**src/rme_pkg.sv**
```systemverilog
// rme_pkg: shared constants and types for the rotation matrix to euler angles block
// no dependencies
package rme_pkg;

   localparam int CordicStepsDefault = 16;
   localparam int TableLen           = 24;
   localparam int DataW              = 16;
   localparam int AngleW             = 16;
   localparam int ThreshW            = 14;
   localparam int XyW                = 28;
   localparam int ZW                 = 28;
   localparam int ProdW              = 60;

   localparam logic signed [ZW-1:0]    HalfPiZ = 28'sd26353589;
   localparam logic signed [31:0]      InvGain = 32'sd652032874;
   localparam logic signed [AngleW-1:0] PiQ13  = 16'sd25736;

   typedef struct packed {
      logic signed [XyW-1:0] x;
      logic signed [XyW-1:0] y;
      logic signed [ZW-1:0]  z;
   } vec_type;

   function automatic logic signed [ZW-1:0] atan_entry(input logic [4:0] idx);
      logic signed [ZW-1:0] r;
      unique case (idx)
         5'd0:  r = 28'sd13176795;
         5'd1:  r = 28'sd7778716;
         5'd2:  r = 28'sd4110060;
         5'd3:  r = 28'sd2086331;
         5'd4:  r = 28'sd1047214;
         5'd5:  r = 28'sd524117;
         5'd6:  r = 28'sd262123;
         5'd7:  r = 28'sd131069;
         5'd8:  r = 28'sd65536;
         5'd9:  r = 28'sd32768;
         5'd10: r = 28'sd16384;
         5'd11: r = 28'sd8192;
         5'd12: r = 28'sd4096;
         5'd13: r = 28'sd2048;
         5'd14: r = 28'sd1024;
         5'd15: r = 28'sd512;
         5'd16: r = 28'sd256;
         5'd17: r = 28'sd128;
         5'd18: r = 28'sd64;
         5'd19: r = 28'sd32;
         5'd20: r = 28'sd16;
         5'd21: r = 28'sd8;
         5'd22: r = 28'sd4;
         5'd23: r = 28'sd2;
         default: r = '0;
      endcase
      return r;
   endfunction

   // pre-rotation into the right half plane
   function automatic vec_type cordic_pre(input logic signed [XyW-1:0] x,
                                          input logic signed [XyW-1:0] y);
      vec_type v;
      v.x = x;
      v.y = y;
      v.z = '0;
      if (x < 0) begin
         if (y >= 0) begin
            v.x = y;
            v.y = -x;
            v.z = HalfPiZ;
         end else begin
            v.x = -y;
            v.y = x;
            v.z = -HalfPiZ;
         end
      end
      return v;
   endfunction

   function automatic vec_type cordic_step(input vec_type v, input logic [4:0] i);
      vec_type r;
      logic signed [XyW-1:0] dx;
      logic signed [XyW-1:0] dy;
      dx = v.y >>> i;
      dy = v.x >>> i;
      if (v.y >= 0) begin
         r.x = v.x + dx;
         r.y = v.y - dy;
         r.z = v.z + atan_entry(i);
      end else begin
         r.x = v.x - dx;
         r.y = v.y + dy;
         r.z = v.z - atan_entry(i);
      end
      return r;
   endfunction

   function automatic logic signed [AngleW-1:0] to_angle(input logic signed [ZW-1:0] z);
      logic signed [ZW-1:0] a;
      a = (z + ZW'(1024)) >>> 11;
      if (a > ZW'(PiQ13)) a = ZW'(PiQ13);
      if (a < -ZW'(PiQ13)) a = -ZW'(PiQ13);
      return a[AngleW-1:0];
   endfunction

endpackage

```
**src/rme_cordic.sv**
```systemverilog
// rme_cordic: pipelined vectoring cordic, one micro-rotation per stage
// depends on rme_pkg
module rme_cordic
   import rme_pkg::*;
#(
   parameter int CORDIC_STEPS = CordicStepsDefault
) (
   input  logic                  clock,
   input  logic                  advance,
   input  logic signed [XyW-1:0] x_in,
   input  logic signed [XyW-1:0] y_in,
   output logic signed [XyW-1:0] x_out,
   output logic signed [ZW-1:0]  z_out
);

   vec_type stage_ff [CORDIC_STEPS+1];
   logic    zero_ff  [CORDIC_STEPS+1];

   always_ff @(posedge clock) begin
      if (advance) begin
         stage_ff[0] <= cordic_pre(x_in, y_in);
         zero_ff[0]  <= (x_in == '0) && (y_in == '0);
      end
   end

   for (genvar s = 0; s < CORDIC_STEPS; s++) begin : g_step
      always_ff @(posedge clock) begin
         if (advance) begin
            stage_ff[s+1] <= cordic_step(stage_ff[s], 5'(s));
            zero_ff[s+1]  <= zero_ff[s];
         end
      end
   end

   assign x_out = zero_ff[CORDIC_STEPS] ? '0 : stage_ff[CORDIC_STEPS].x;
   assign z_out = zero_ff[CORDIC_STEPS] ? '0 : stage_ff[CORDIC_STEPS].z;

endmodule

```
**config.mk**
```make
export PLATFORM = sky130hd
export DESIGN_NAME = rme_cordic
export DESIGN_NICKNAME = d
export VERILOG_FILES = /design/src/rme_pkg.sv /design/src/rme_cordic.sv
export SDC_FILE = /design/constraint.sdc
export NUM_CORES = 2
export LEC_CHECK = 0
export BUFFER_PORTS_ARGS = -buffer_cell sky130_fd_sc_hd__buf_2
export CAP_MARGIN = 15
export CORE_MARGIN = 5
export CORE_UTILIZATION = 59
export DETAILED_ROUTE_END_ITERATION = 10
export GPL_TIMING_DRIVEN = 0
export PLACE_DENSITY = 0.78
export RECOVER_POWER = 25
export SYNTH_ARGS = -nofsm -noshare
export SYNTH_HDL_FRONTEND = slang
export SYNTH_SLANG_ARGS = --single-unit
```
**constraint.sdc**
```tcl
create_clock -name clock -period 4.2 [get_ports clock]
set_clock_uncertainty 0.05 [all_clocks]
set_input_delay 0.84 -clock clock [delete_from_list [all_inputs] [get_ports clock]]
set_output_delay 0.84 -clock clock [all_outputs]
set_load 0.05 [all_outputs]
```
==> results.md <==
- Of the synthesized area, sequential elements account for 0.378.
- The min-delay analysis places its worst path in the category in -> reg.
- The worst endpoint required time is 4.71 ns.
- The beginning of the worst register-to-register path is stage_ff[0][400].
- Setup repair after global routing could not meet its margin everywhere.
- The count of fill cells added during filler insertion is about 14000.
- For this configuration, the core starts out at a cell density of 0.592.
- The worst setup path is captured at a register.
- The final layout contains 13300 nets.
- Global routing finished with a remaining overflow of 0.
- In the post-route analysis, the smallest setup slack over all paths is -0.680 ns.
- The average wire per standard cell is 20.5 µm.
- The gate count of the mapped netlist is 11300.
- The most frequent standard cell in the layout excluding fill and tap cells is edfxtp_1.
- Ranked by total cell area, the synthesized netlist is headed by edfxtp_1 (38%), ha_1 (13%), xnor2_1 (8.3%).
- The first element of the critical path is stage_ff[0][400].
- The biggest area contributor in the post-synthesis netlist is edfxtp_1.
- The prevailing post-synth register cell is edfxtp_1.
- The cell type with the highest occurrence count on the critical path is or4_4.
- In the finished design, the share of the clock period the worst path needs comes to 1.16.
- The run finished, with violations left.
- No sink is reached through more buffers than the 3 on the longest clock path.
- The detail route stage leaves a number of antenna-violating nets equal to 0.
- The H-tree was split into 4 levels.
- The final routed wirelength across all metal layers is 302000 µm.
- After clock tree synthesis, the clock-pin slew on the worst setup and hold paths is 0.06 ns.
- The clock reaches the later pin of the worst-skew pair after ~0.84 ns.
- The worst register-to-register path has a setup slack of -0.68 ns.
- The worst setup path is launched from a register.
- The area growth from synthesis to layout is 17.5%.
- The ratio of cells with drive above 1 in the final layout is 0.149.
- The synthesized area is 109000 µm².
- In this run the core area contains 158 standard-cell rows.
- The number of primary I/O pins is 114.
- The total via count in the routed design is 91500.
- Based on the critical path, the design can be clocked at up to 0.205 GHz.
- The synthesized design contains 1376 register bits.
- In the layout the commonest cells are edfxtp_1 (1376), ha_1 (1043), xnor2_1 (1000).
- After layout, the minimum clock period comes to roughly 5 ns.
- The count of yosys warnings during synthesis is 0.
- In this run the tool buffered the top-level ports with 112 buffer cells.
- The initial antenna violation count is 3.
- The tool flagged a number of max-cap violations equal to 2.
- The first global-routing pass estimated ~470000 µm of wire.
- The die covers just under 200000 µm².
- The share of synthesized area in the top cell type comes to 0.378.
- The quantity of hold-fixing buffers added after cts is 0.
- The via count of the first global-routing pass came to 88000.
- The maximum number of pins on one net before global-route repair is roughly 200.
- Following the worst setup path forward leads to its endpoint at stage_ff[0][472].
- The count of endpoints failing hold in the final timing report is 0.
- The worst pin sits at a relative slew slack of -1.14.
- At the pin with the least slew margin, the transition time is 3.22 ns.
- The core region area is 185000 µm².
- The width of the die is 441 µm.
- The ratio of routed vias to standard cells is between 6 and 7.
- Setup violations remaining at the end of the flow were counted as 348.
- The number of cells on the worst reg-to-reg path is 18.
- The fraction of registers with async set or reset after synthesis is 0.
- The number of standard cells in the final layout excluding fillers is 14800.
- The biggest cell delay along the critical path is 0.47 ns.
- The number of diodes is 0.
- From bottom edge to top edge, the die measures 441 µm.
- The count of flip-flops with a built-in enable after synthesis is roughly 1400.
- Each instance of the synthesized netlist takes up on average 9.70 µm².
- The terminus of the critical flop-to-flop path is stage_ff[0][472].
- The final reports fail on max-capacitance violations, max-slew violations, negative setup slack.
- The TritonCTS clock tree is built.
- In this run the worst path has a maximum fanout of 3.
- The instance count after placement with tap cells included is 14000.
- The number of buffers added by the clock tree synthesis step is 156.
- The final max-slew violation count is 301.
- The cell with the biggest individual delay on the critical path is edfxtp_1.
- At the end of routability-driven placement, the weighted congestion stood at 0.982.
- The tree built by TritonCTS fans out to 1376 sinks.
- Summed over all nets, the half-perimeter wirelength after detailed placement is 223000 µm.
- The signal arrival time at the worst endpoint is 5.39 ns.
- The detailed router finished its first iteration with approximately 7300 violations.
- The number of different library cells in the post-synthesis netlist is 97.
- The worst setup path is of the reg -> reg kind.
- In the global route stage, overall resource usage came out at 0.296.
- The remaining design rule violation count is 0.
- The root buffer cell chosen for the clock tree is clkbuf_16.
- Before antenna repair, the detailed router went through 8 iterations.
- The signal on the critical path passes through nor4_4 > nand2_1 > or4_4 > or4_4 > or4_4 > o31ai_4 > xor2_1 > ha_1 > nand4_1 > nor2_1 > nand2_1 > o22ai_2 > a31oi_4 > a31oi_4 > nor2b_4 > or3_4 > a21oi_4 > xnor2_2.
cell usage after synthesis, types with 218 or more instances:
cell and instances:
a21o_1 418, a21oi_1 940, edfxtp_1 1376, ha_1 1100, inv_1 530, nand2_1 655, nand3_1 232, nor2_1 890
nor3_1 290, o21ai_0 654, o31ai_1 218, xnor2_1 1034, xor2_1 543
layer usage:
layer,vias up,wire length (µm),track usage
li1,43600,-,-
met1,43800,118000,0.355
met2,3223,149000,0.519
met3,847,17800,0.0403
met4,6,17100,0.149
met5,-,34,0
registers in the layout, summed over array words and instances, names as in the netlist:
signal,flops
stage_ff,1359
zero_ff,17
timing repair:
item / CTS / global route
endpoints found under the setup margin: 647 / 275
resized for setup: 703 / 700
setup buffers: 284 / 237
hold endpoints to repair: 0 / 0
pin swaps: 264 / 398
stage by stage:
| stage | utilization | setup slack (ns) | setup TNS (ns) | hold WS, ns | cell area (µm²) |
|---|---|---|---|---|---|
| 2_1_floorplan | - | -0.220 | -0.657 | 0.350 | 110000 |
| 4_1_cts | 0.671 | -0.661 | -8.76 | 0.241 | 124000 |
| 3_5_place_dp | 0.616 | -2.06 | -438.94 | 0.355 | 114000 |
| 6_report | 0.695 | -0.680 | -49.24 | 0.298 | 129000 |
| 5_1_grt | 0.695 | -0.754 | -206.94 | 0.293 | 129000 |
| 3_3_place_gp | 0.614 | -18.80 | - | 0.350 | 114000 |
layout make-up:
cell class,instances,area [µm²],share of cell area
sequential,1376,41300,0.321
clock inverter,112,1300,0.0101
tap,2480,3100,0.0241
multi-input combinational,9219,70800,0.551
buffer,231,1290,0.0100
clock buffer,181,4020,0.0313
timing repair buffer,629,4670,0.0363
inverter,534,2030,0.0158
worst min path at each step:
stage	from	to	slack (ns)	depth (start not counted)
6_report	x_in[0]	stage_ff[0][28]	0.30	3
5_1_grt	x_in[0]	stage_ff[0][28]	0.29	3
4_1_cts	x_in[0]	stage_ff[0][28]	0.24	3
3_5_place_dp	stage_ff[0][935]	stage_ff[0][1019]	0.35	0
3_3_place_gp	stage_ff[0][1100]	stage_ff[0][1184]	0.35	0
2_1_floorplan	stage_ff[0][924]	stage_ff[0][1008]	0.35	0
cell families after synthesis:
family,count (synthesis),synth area share
xor gates and xnor gates,1577,0.126
other,1,0.0000343
muxes,49,0.00467
and+or+nand+nor,3066,0.137
DFF,1376,0.378
adders and majority gates,1148,0.134
AOI/OAI and AO/OA,3274,0.193
buffers and inverters,787,0.0271
worst max-delay path, delay by kind of cell, from the launching register on:
family | cells | cell delay (ns)
AOI/OAI and AO/OA | 5 | 0.79
xor gates and xnor gates | 2 | 0.30
adders and majority gates | 1 | 0.30
DFF | 1 | 0.47
and+or+nand+nor | 10 | 2.69
Power is not shown: default switching activity piles up to over one toggle a cycle in this logic, so the estimate is an artifact.
